File: config.mk
export PLATFORM = sky130hd
export DESIGN_NAME = srb_front
export DESIGN_NICKNAME = d
export VERILOG_FILES = /design/src/hw/rtl/srb_pkg.sv /design/src/hw/rtl/srb_front.sv
export SDC_FILE = /design/constraint.sdc
export NUM_CORES = 1
export LEC_CHECK = 0
export ABC_CLOCK_PERIOD_IN_PS = 9500
export BUFFER_PORTS_ARGS = -buffer_cell sky130_fd_sc_hd__buf_2
export CORE_ASPECT_RATIO = 1.2
export CORE_MARGIN = 1
export CORE_UTILIZATION = 52
export CTS_CLUSTER_DIAMETER = 60
export CTS_CLUSTER_SIZE = 12
export DETAILED_ROUTE_END_ITERATION = 8
export PLACE_DENSITY = 0.87
export SYNTH_ARGS = -nofsm -noshare
export SYNTH_HDL_FRONTEND = slang
export SYNTH_SLANG_ARGS = --single-unit
File: constraint.sdc
create_clock -name clk -period 9.5 [get_ports clk]
set_input_delay 1.425 -clock clk [delete_from_list [all_inputs] [get_ports clk]]
set_output_delay 1.425 -clock clk [all_outputs]
set_load 0.01 [all_outputs]
File: src/hw/rtl/srb_pkg.sv
// Shared types, codes and constants of the sequence reorder buffer.
// No dependencies; every other file of the block imports this package.
package srb_pkg;

    // Default geometry (WINDOW must be a power of two)
    localparam int STREAMS_DEF = 16;
    localparam int WINDOW_DEF  = 32;

    // Function codes on the input tuser
    localparam logic [1:0] FUNC_PKT  = 2'd0;
    localparam logic [1:0] FUNC_TICK = 2'd1;
    localparam logic [1:0] FUNC_RST  = 2'd2;

    // Result kinds on the output tuser
    localparam logic [1:0] KIND_DELIV = 2'd0;
    localparam logic [1:0] KIND_DROP  = 2'd1;
    localparam logic [1:0] KIND_FLUSH = 2'd2;

    // Configuration register indexes
    localparam logic CFG_ENABLE = 1'b0;
    localparam logic CFG_HOLD   = 1'b1;

    localparam logic [27:0] HOLD_MIN   = 28'd100000;
    localparam logic [27:0] HOLD_MAX   = 28'd200000000;
    localparam logic [27:0] HOLD_RESET = 28'd2000000;
    localparam logic        ENABLE_RESET = 1'b1;

    // Command class decided by the front end
    typedef enum logic [2:0] {
        CLS_PASS,
        CLS_PKT,
        CLS_TICK,
        CLS_RST,
        CLS_NOP
    } cls_t;

    // What follows a flush walk
    typedef enum logic [1:0] {
        FT_NEW,
        FT_RST,
        FT_JUMP
    } fthen_t;

    // Back-end sequencer states
    typedef enum logic [3:0] {
        S_CLEAR,
        S_IDLE,
        S_DECIDE,
        S_FL_RD,
        S_FL_CHK,
        S_GAPCHK,
        S_GS_RD,
        S_GS_CHK,
        S_GS_END,
        S_SEQCHK,
        S_SL_RD,
        S_SL_CHK,
        S_PR_RD,
        S_PR_CHK,
        S_ONE,
        S_FIN
    } st_t;

    typedef struct packed {
        cls_t        cls;
        logic [3:0]  stream_id;
        logic [31:0] epoch;
        logic [31:0] seq;
        logic [31:0] handle;
        logic [47:0] now;
    } cmd_t;

    typedef struct packed {
        logic        valid;
        logic [31:0] seq;
        logic [31:0] handle;
    } slot_t;

endpackage

File: src/hw/rtl/srb_front.sv
// Front end: accepts input words, classifies them and queues commands.
// Depends on srb_pkg.
module srb_front #(
    parameter int STREAMS = srb_pkg::STREAMS_DEF
) (
    input  logic          clk,
    input  logic          rst_n,
    input  logic          enable,
    input  logic          clear_done,
    input  logic          s_tvalid,
    output logic          s_tready,
    input  logic [151:0]  s_tdata,   // stream_id[3:0], epoch, seq, handle, now, zero pad
    input  logic [1:0]    s_tuser,   // func
    output logic          cmd_valid,
    output srb_pkg::cmd_t cmd,
    input  logic          cmd_pop
);
    import srb_pkg::*;

    cmd_t       q_reg [2];
    logic       wr_ptr_reg, wr_ptr_next;
    logic       rd_ptr_reg, rd_ptr_next;
    logic [1:0] cnt_reg, cnt_next;
    cmd_t       cin;
    logic       in_range;
    logic       push;

    // Classify the incoming word
    always_comb
    begin
        cin.stream_id = s_tdata[3:0];
        cin.epoch     = s_tdata[35:4];
        cin.seq       = s_tdata[67:36];
        cin.handle    = s_tdata[99:68];
        cin.now       = s_tdata[147:100];
        in_range      = ({28'd0, s_tdata[3:0]} < 32'(STREAMS));
        case (s_tuser)
            FUNC_PKT:  cin.cls = (!enable || !in_range) ? CLS_PASS : CLS_PKT;
            FUNC_TICK: cin.cls = (enable && in_range) ? CLS_TICK : CLS_NOP;
            FUNC_RST:  cin.cls = in_range ? CLS_RST : CLS_NOP;
            default:   cin.cls = CLS_NOP;
        endcase
    end

    assign s_tready  = (cnt_reg != 2'd2) && clear_done;
    assign push      = s_tvalid && s_tready;
    assign cmd_valid = (cnt_reg != 2'd0);
    assign cmd       = q_reg[rd_ptr_reg];

    // Advance queue pointers
    always_comb
    begin
        wr_ptr_next = push ? ~wr_ptr_reg : wr_ptr_reg;
        rd_ptr_next = cmd_pop ? ~rd_ptr_reg : rd_ptr_reg;
        cnt_next    = cnt_reg + {1'b0, push} - {1'b0, cmd_pop};
    end

    always_ff @(posedge clk or negedge rst_n)
    begin
        if (!rst_n)
        begin
            wr_ptr_reg <= 1'b0;
            rd_ptr_reg <= 1'b0;
            cnt_reg    <= 2'd0;
        end
        else
        begin
            wr_ptr_reg <= wr_ptr_next;
            rd_ptr_reg <= rd_ptr_next;
            cnt_reg    <= cnt_next;
        end
    end

    // Hold queued commands
    always_ff @(posedge clk)
    begin
        if (push)
            q_reg[wr_ptr_reg] <= cin;
    end

endmodule

## Word-level counts from Yosys, hierarchy flattened

Memory sizes are Yosys's and may differ from the RTL's.
Index checks and enable logic that the tools add are counted.

| cells by class | value |
|---|---|
| add/subtract/negate cells | 2 |
| equality and inequality tests | 3 |
| muxes and demuxes | 5 |
| bitwise logic cells | 2 |
| reduce and logical (&&, ||, !) cells | 4 |

Operators by type and width:

| operator | number |
|---|---|
| $pmux 3 s3 | 1 |
| $mux 1 | 3 |
| $mux 3 | 1 |
| $add 2x1->2 | 1 |
| $eq 2x1->1 const B | 1 |
| $eq 2x2->1 const B | 1 |
| $logic_and 1x1->1 | 2 |
| $logic_not 2->1 | 1 |
| $ne 2x2->1 const B | 1 |
| $not 1->1 | 2 |
| $reduce_bool 2->1 | 1 |
| $sub 2x1->2 | 1 |

| word-level totals | value |
|---|---|
| register bits after elaboration | 4 |
| RAM bits | 302 |
| input bits | 160 |
| output and inout port bits | 153 |
| logic and storage cells | 20 |
| memories kept | 1 |

Memory list:

| name | depth | bits a word | read ports | clocked after memory_dff | write ports | line | RTL |
|---|---|---|---|---|---|---|---|
| q_reg | 2 | 151 | 1 | 0 | 1 | srb_front.sv:20 | `cmd_t q_reg [2];` |

## Depth between registers and ports, before layout

Gate-level depths: netlist of the first run.

| logic depth | value |
|---|---|
| depth after elaboration | 5 |
| depth in mapped cells | 7 |
| gate-level depth less buffers | 7 |

## Least setup slack after synthesis of the first run

OpenSTA, ideal clock, no wires.

| timing path | value |
|---|---|
| path type | input-to-reg |
| from | input clear_done |
| to | memory q_reg[0][0] (netlist name) (enable) |
| library setup time | 664 ps |
| arrival | 7835 ps |
| data required time | 8836 ps |
| path slack | 1001 ps |
| cell stages on the path | 2 |
| path buffers | 0 |
| cell sequence | nand3_1 > nor2_1 |

| on the way | value |
|---|---|
| longest elaborated chain between the ends | 4 |

Ends and longest elaborated chain:

| element | line | RTL |
|---|---|---|
| from (decl) | srb_front.sv:9 | `input logic clear_done,` |
| $logic_and 1x1->1 | srb_front.sv:45 | `assign s_tready = (cnt_reg != 2'd2) && clear_done;` |
| $logic_and 1x1->1 | srb_front.sv:46 | `assign push = s_tvalid && s_tready;` |
| $mux 1 | srb_front.sv:77 | `if (push)` |
| $mux 1 (not written as such) | srb_front.sv:78 | `q_reg[wr_ptr_reg] <= cin;` |
| to (decl) | srb_front.sv:20 |  |

Every way passes these cells.

==> results of run 1 <==
-- cell type report --
| class | instances | area (um^2) |
|---|---|---|
| tap | 274 | 342.8 |
| inverter | 2 | 7.507 |
| timing repair buffer | 314 | 1587 |
| clock buffer | 41 | 770.7 |
| multi-input combinational | 168 | 2132 |
| antenna | 1 | 2.502 |
| fill | 1470 | 7606 |
| sequential | 306 | 9173 |
| clock inverter | 1 | 8.758 |
-- power by group --
part | switching (mW) | internal [mW] | leakage (nW)
logic | 0.520 | 0.546 | 2.24
clock network | 0.431 | 0.553 | 0.376
registers | 0.0773 | 1.68 | 2.80
-- cell usage in the layout, fill, tap and decap left out, types with 2 or more instances in the layout --
cell and n:
xnor2_1 3, dfrtp_1 3, buf_2 308, mux2_4 80, clkbuf_1 12, clkbuf_16 29, nand3_1 2, mux2_2 71
inv_1 2, nor2_1 2, edfxtp_1 302, ha_1 2, buf_4 6
-- layer usage --
layer / share of wire / up-vias / track usage / wire [um]
met5: 0.00063 / - / 0 / 13
met4: 0.026 / 2 / 0.06444 / 541
met3: 0.082 / 49 / 0.04696 / 1681
met2: 0.53 / 247 / 0.3106 / 10830
met1: 0.36 / 2749 / 0.1962 / 7426
li1: - / 2611 / - / -
-- per-stage QoR --
| step | utilization | hold WS (ps) | std cells |
|---|---|---|---|
| after detailed placement | 0.6122 | 548.3 | 1064 |
| after global routing | 0.6482 | 575.8 | 1106 |
| after CTS | 0.6482 | 560.0 | 1106 |
| after floorplan | - | 460.8 | 493 |
| after global placement | 0.6122 | 496.9 | 1064 |
| final | 0.6483 | 563.8 | 1107 |
-- how the worst max path moves through the flow --
stage / to / start / cells past startpoint
final: cmd[41] / rd_ptr_reg / 3
after global routing: cmd[41] / rd_ptr_reg / 3
after CTS: cmd[41] / rd_ptr_reg / 3
after detailed placement: q_reg[1][141] / clear_done / 5
after global placement: q_reg[1][141] / clear_done / 5
after floorplan: q_reg[0][0] / clear_done / 2
-- cell families after synthesis --
kind of cell | count (synthesis) | share of synthesized area
AOI/OAI and AO/OA | 2 | 0.001093
xor gates and xnor gates | 4 | 0.003062
adders and majority gates | 2 | 0.002186
buffers and inverters | 19 | 0.01356
DFF | 306 | 0.8012
muxes | 151 | 0.1748
and+or+nand+nor | 9 | 0.004047
==> run_results.csv, run 1 <==
group,metric,value,unit
routing,viasPerCell,5.111,
sta,period_share,0.4550,
logic_synthesis,syn_nets,655,
grt,grt_usage,0.1736,
routing,ant_nets,0,
sta,period_needed,4323,ps
worst_setup_path,cp_slowest_stage_delay,890,ps
logic_synthesis,synthArstFlopShare,0.01307,
logic_synthesis,yosysSeqAreaShare,0.8012,
sta,setup_ws,5177,ps
hold_path,holdPathEnd,"wr_ptr_reg",
placement,hpwlAfterDp,13620,um
routing,drtIter0Drc,255,
logic_synthesis,yosysTopAreaCell,"edfxtp_1",
floorplan,initial_utilization,0.5291,
job,drv_cap,0,
worst_setup_path,critPathArrivalTime,2900,ps
power_and_ir_drop,power_leakage,5.418,nW
floorplan,rows,59,
cells_and_area,largest_reg_flops,302,
floorplan,die_x,137.4,um
worst_setup_path,critPathKind,"reg2out",
sta,drv_slew,0,
routing,avgRoutedWirePerCell,18.51,um
routing,wl,20490,um
sta,fmax,231.3,MHz
logic_synthesis,synth-seq-cells,306,
grt,grt-ovfl-total,0,
worst_setup_path,cp.required,8080,ps
clocking,cts_setup_buffers,0,
logic_synthesis,syn_avg_cell_area,23.21,um^2
sta,fin_skew,11.53,ps
clocking,cts-buffers-inserted,29,
worst_setup_path,cp_top_family,"buffers and inverters",
cells_and_area,final_area,14020,um^2
logic_synthesis,synth_cell_types,18,
sta,worstMarginPinSlew,1069,ps
clocking,cts-root-buf,"clkbuf_16",
clocking,cts_tree,"built",
sta,max_slew_margin,0.2875,
sta,tns,0,ps
worst_setup_path,r2r-end,"q_reg[1][19]",
power_and_ir_drop,total_power,3.810,mW
worst_setup_path,startpoint_type,"register",
grt,grt_pass1_wl,29540,um
run_status,status,"finished, final reports clean",
power_and_ir_drop,peakVddDrop,0.2517,mV
worst_setup_path,crit_fanout,60,
logic_synthesis,syn_area,11440,um^2
sta,setup_violations,0,
worst_setup_path,r2r_cells,5,
clocking,cts.repair.resized,0,
logic_synthesis,yosysMostFrequentCell,"edfxtp_1",
logic_synthesis,yosysWarnings,0,
worst_setup_path,worstPathCellList,"buf_4 -> mux2_2 -> buf_2",
cells_and_area,fin_nets,983,
routing,vias,5658,
grt,grt_max_degree,77,
logic_synthesis,synthFlopType,"edfxtp_1",
grt,antenna_found_initial,3,
placement,port_buffers,308,
logic_synthesis,synthCells,493,
clocking,cts_sinks,306,
sta,hold_viol,0,
worst_setup_path,path_buf_inv,2,
power_and_ir_drop,cellPowerDensity,271.7,nW/um^2
logic_synthesis,synth.area.top_cells,"edfxtp_1, mux2_4, mux2_2",
worst_setup_path,ff2ff_setup_slack,6470,ps
placement,place.gp.congestion,0.7503,
hold_path,hold_path_depth,1,
worst_setup_path,crit_slowest_cell,"buf_4",
clocking,clk_latency,540,ps
logic_synthesis,netlist.area_leader.share,0.7925,
floorplan,core_area,21630,um^2
worst_setup_path,regToRegStartpoint,"cnt_reg[1]",
grt,grt_pass1_vias,5644,
hold_path,hold_class,"reg2reg",
sta,rsz0062_at_grt,"no",
clocking,holdBufCountCts,0,
floorplan,io_pins,313,
cells_and_area,layout-drive-gt1-share,0.5998,
routing,first_pass_iters,4,
cells_and_area,syn_to_final_growth,22.54,%
clocking,cts_buffer_depth,3,
clocking,path_clk_slew,60,ps
floorplan,die_area,22610,um^2
worst_setup_path,worstSetupEndpointType,"output pin",
placement,place_ws,5432,ps
floorplan,die_y,164.5,um
routing,post-route-drc-count,0,
placement,dpl_cell_area,13240,um^2
logic_synthesis,yosys-top-cells-count,"edfxtp_1, mux2_4, mux2_2, buf_6, buf_2",
hold_path,worstHoldStart,"wr_ptr_reg",
clocking,h-tree-depth,1,
logic_synthesis,synth-edff-count,302,
No activity file was read; power rests on OpenSTA's default activity.
==> run 2, diff against run 1 <==
- ABC_CLOCK_PERIOD_IN_PS: 9500 -> 3700
- CORE_UTILIZATION: 52 -> 47
- PLACE_DENSITY: 0.87 -> 0.84
- clock period: 9.5 -> 3.7 ns (I/O delays scaled with it)
==> run_results.csv, run 2 (same netlist as run 1, synthesis figures left out) <==
group,metric,value,unit
power_and_ir_drop,total_power,9.911,mW
placement,place.gp.congestion,0.7304,
power_and_ir_drop,cellPowerDensity,696.8,nW/um^2
worst_setup_path,critPathArrivalTime,2330,ps
sta,fin_skew,15.92,ps
clocking,cts_buffer_depth,3,
cells_and_area,layout-drive-gt1-share,0.6022,
floorplan,die_y,172.9,um
sta,period_needed,2882,ps
placement,hpwlAfterDp,13700,um
sta,fmax,346.9,MHz
hold_path,hold_class,"in2reg",
clocking,holdBufCountCts,1,
grt,antenna_found_initial,5,
power_and_ir_drop,power_leakage,5.478,nW
sta,setup_ws,817.6,ps
routing,vias,5640,
grt,grt-ovfl-total,0,
routing,avgRoutedWirePerCell,17.73,um
grt,grt_max_degree,88,
clocking,cts_tree,"built",
floorplan,io_pins,313,
cells_and_area,final_area,14220,um^2
floorplan,core_area,23890,um^2
routing,ant_nets,0,
cells_and_area,largest_reg_flops,302,
routing,post-route-drc-count,0,
clocking,clk_latency,530,ps
routing,drtIter0Drc,208,
clocking,path_clk_slew,60,ps
cells_and_area,fin_nets,987,
cells_and_area,final_common_cell,"buf_2",
worst_setup_path,crit_fanout,50,
clocking,cts-root-buf,"clkbuf_16",
worst_setup_path,worstSetupEndpointType,"output pin",
worst_setup_path,startpoint_type,"register",
worst_setup_path,cp.required,3140,ps
sta,drv_slew,0,
sta,rsz0062_at_grt,"no",
sta,setup_violations,0,
power_and_ir_drop,peakVddDrop,0.4674,mV
clocking,cts-buffers-inserted,30,
job,drv_cap,0,
floorplan,rows,62,
routing,viasPerCell,4.854,
cells_and_area,mostFrequentLayoutCells,"buf_2, edfxtp_1, mux2_4",
run_status,status,"finished, final reports clean",
clocking,cts_setup_buffers,0,
routing,wl,20600,um
placement,dpl_cell_area,13360,um^2
floorplan,initial_utilization,0.4789,
sta,max_slew_margin,0.4368,
clocking,h-tree-depth,1,
sta,tns,0,ps
placement,place_ws,1334,ps
worst_setup_path,critPathKind,"reg2out",
grt,grt_usage,0.1596,
floorplan,die_area,24980,um^2
cells_and_area,syn_to_final_growth,24.29,%
worst_setup_path,ff2ff_setup_slack,1700,ps
sta,hold_viol,0,
sta,period_share,0.7790,
grt,grt_pass1_vias,5911,
sta,worstMarginPinSlew,844.9,ps
floorplan,die_x,144.4,um
grt,grt_pass1_wl,30250,um
routing,first_pass_iters,4,
clocking,cts_sinks,306,
placement,port_buffers,308,
clocking,cts.repair.resized,0,
[run 2: changes by cell type in the layout (fill, tap and decap cells not counted)]
cell | before | now
inv_6 | 0 | 1
clkbuf_16 | 29 | 31
inv_8 | 0 | 1
clkinv_4 | 1 | 0
dlygate4sd3_1 | 0 | 1
buf_4 | 6 | 4
diode_2 | 1 | 5
buf_12 | 0 | 4
clkbuf_1 | 12 | 11
[run 2: path summary, 6_finish.rpt]
kind	startpoint	to	cells past startpoint
setup / recovery	rd_ptr_reg	cmd[60]	3
hold / removal	s_tdata[2]	q_reg[1][146]	1
setup reg to reg	cnt_reg[1]	q_reg[1][40]	4
hold reg to reg	cnt_reg[0]	cnt_reg[0]	1
max in group asynchronous	rst_n	rd_ptr_reg	2
min in group asynchronous	rst_n	cnt_reg[0]	2
[run 2: per-stage QoR]
stage | util | hold slack (ps) | instances
floorplan | - | 259.4 | 493
global placement | 0.5593 | 364.9 | 1112
detailed placement | 0.5593 | 365.0 | 1112
CTS | 0.5948 | 174.0 | 1157
global route | 0.5953 | 173.8 | 1162
finish | 0.5953 | 204.7 | 1162
[run 2: area by class of cell]
class,count,area (um^2)
timing repair buffer,317,1662
clock inverter,2,20.02
clock buffer,42,817.0
sequential,306,9173
antenna,5,12.51
inverter,2,7.507
tap,320,400.4
multi-input combinational,168,2132
fill,1742,9669
[run 2: metal layers]
layer  global-route usage  wire length (um)  vias up
met5                    0                 0        -
met4              0.07412               660        0
met3              0.04791              1755       49
met2               0.2935             11050      232
met1               0.1613              7138     2737
li1                     -                 -     2622
[run 2: power by group]
group	internal (mW)	total [mW]	leakage [nW]	switching, mW
clock network	1.52	2.63	0.406	1.11
logic	1.43	2.77	2.27	1.34
registers	4.31	4.51	2.80	0.202
total	7.25	9.91	5.48	2.66
[run 2: critical path, cell delays in order, from the launching register on]
cell and delay [ps]:
dfrtp_4 830, buf_12 400, mux2_2 390, buf_2 140
==> run 3, diff against run 2 <==
- ABC_CLOCK_PERIOD_IN_PS: 3700 -> 2550
- clock period: 3.7 -> 2.55 ns (I/O delays scaled with it)
==> run_results.csv, run 3 (same netlist as run 1, synthesis figures left out) <==
group,metric,value,unit
clocking,clk_latency,530,ps
power_and_ir_drop,total_power,14.26,mW
worst_setup_path,r2r_cells,4,
grt,grt_pass1_vias,6025,
worst_setup_path,critPathKind,"reg2out",
clocking,holdBufCountCts,1,
clocking,cts-buffers-inserted,29,
routing,drtIter0Drc,221,
sta,setup_violations,0,
floorplan,rows,62,
worst_setup_path,worstSetupEndpointType,"output pin",
placement,place.gp.congestion,0.7193,
grt,antenna_found_initial,5,
routing,first_pass_iters,4,
routing,avgRoutedWirePerCell,17.98,um
floorplan,die_area,24980,um^2
sta,fmax,410.1,MHz
grt,grt_usage,0.1636,
worst_setup_path,critPathArrivalTime,2060,ps
clocking,cts_tree,"built",
routing,viasPerCell,4.954,
cells_and_area,layout-drive-gt1-share,0.6097,
grt,grt_max_degree,84,
hold_path,hold_class,"in2reg",
cells_and_area,final_common_cell,"buf_2",
sta,whs,42.23,ps
worst_setup_path,startpoint_type,"register",
clocking,h-tree-depth,1,
cells_and_area,fillers,1762,
sta,fin_skew,10.56,ps
clocking,cts_sinks,306,
clocking,cts.repair.resized,0,
clocking,path_clk_slew,60,ps
run_status,status,"finished, final reports clean",
cells_and_area,mostFrequentLayoutCells,"buf_2, edfxtp_1, mux2_4",
hold_path,hold_path_depth,1,
floorplan,io_pins,313,
cells_and_area,fin_nets,987,
clocking,cts_setup_buffers,0,
cells_and_area,syn_to_final_growth,24.03,%
sta,period_share,0.9563,
grt,grt-ovfl-total,0,
worst_setup_path,cp.required,2170,ps
sta,max_slew_margin,0.6536,
routing,ant_nets,0,
clocking,cts_buffer_depth,3,
cells_and_area,largest_reg_flops,302,
sta,hold_viol,0,
sta,drv_slew,0,
cells_and_area,final_area,14190,um^2
floorplan,die_y,172.9,um
sta,rsz0062_at_grt,"no",
routing,post-route-drc-count,0,
floorplan,core_area,23890,um^2
routing,vias,5692,
floorplan,die_x,144.4,um
cells_and_area,fin_util,0.5941,
job,drv_cap,0,
power_and_ir_drop,cellPowerDensity,1005,nW/um^2
sta,worstMarginPinSlew,519.6,ps
placement,hpwlAfterDp,13690,um
power_and_ir_drop,peakVddDrop,0.6165,mV
clocking,cts-root-buf,"clkbuf_16",
grt,grt_pass1_wl,31040,um
placement,dpl_cell_area,13410,um^2
power_and_ir_drop,power_leakage,5.461,nW
routing,wl,20650,um
sta,period_needed,2438,ps
worst_setup_path,crit_fanout,41,
placement,port_buffers,308,
floorplan,initial_utilization,0.4789,
## run 3: changes by cell type in the layout (fill, tap and decap cells not counted), sizes merged
cell    previous run  this run
clkbuf            42        29
inv                4         2
buf              316       317
bufinv             0         1
clkinv             0         1
diode              5         4
## run 3: area by class of cell
cell class	instances	area [um^2]	share of cell area
clock inverters	2	33.78	0.002380
multi-input cells	168	2137	0.1506
flip-flops and latches	306	9173	0.6462
inverters	2	7.507	0.0005289
clock buffers	29	725.7	0.05113
repair buffers	318	1707	0.1202
well taps	320	400.4	0.02821
diodes	4	10.01	0.0007052
## run 3: worst max-delay path: stages (launching register included)
cell,delay [ps]
dfrtp_4,660
buf_12,310
mux2_2,370
buf_2,150
## run 3: per-stage QoR
step | setup slack [ps] | TNS, ps | std cells
global placement | 617.8 | 0 | 1113
floorplan | -730.1 | -110250 | 493
detailed placement | 620.1 | 0 | 1113
global route | 17.10 | 0 | 1149
CTS | 65.04 | 0 | 1145
finish | 111.5 | 0 | 1149
## run 3: final timing paths
kind | slack (ps) | from | endpoint
worst max-delay path | 110 | rd_ptr_reg | cmd[41]
worst min-delay path | 40 | s_tdata[81] | q_reg[0][61]
worst max register to register | 860 | cnt_reg[1] | q_reg[1][49]
worst min register to register | 550 | cnt_reg[0] | cnt_reg[0]
max in group asynchronous | 2190 | rst_n | rd_ptr_reg
min in group asynchronous | 220 | rst_n | cnt_reg[0]
## run 3: metal layers
| layer | share of wire | wire, um | global-route usage |
|---|---|---|---|
| met5 | 0.00048 | 10 | 0 |
| met4 | 0.035 | 733 | 0.07500 |
| met3 | 0.078 | 1606 | 0.04376 |
| met2 | 0.54 | 11130 | 0.3009 |
| met1 | 0.35 | 7171 | 0.1695 |
## run 3: where the power goes
group,leakage [nW],internal (mW),switching [mW]
logic,2.28,2.12,2.00
registers,2.80,6.26,0.235
clock network,0.373,2.09,1.56
total,5.46,10.5,3.79
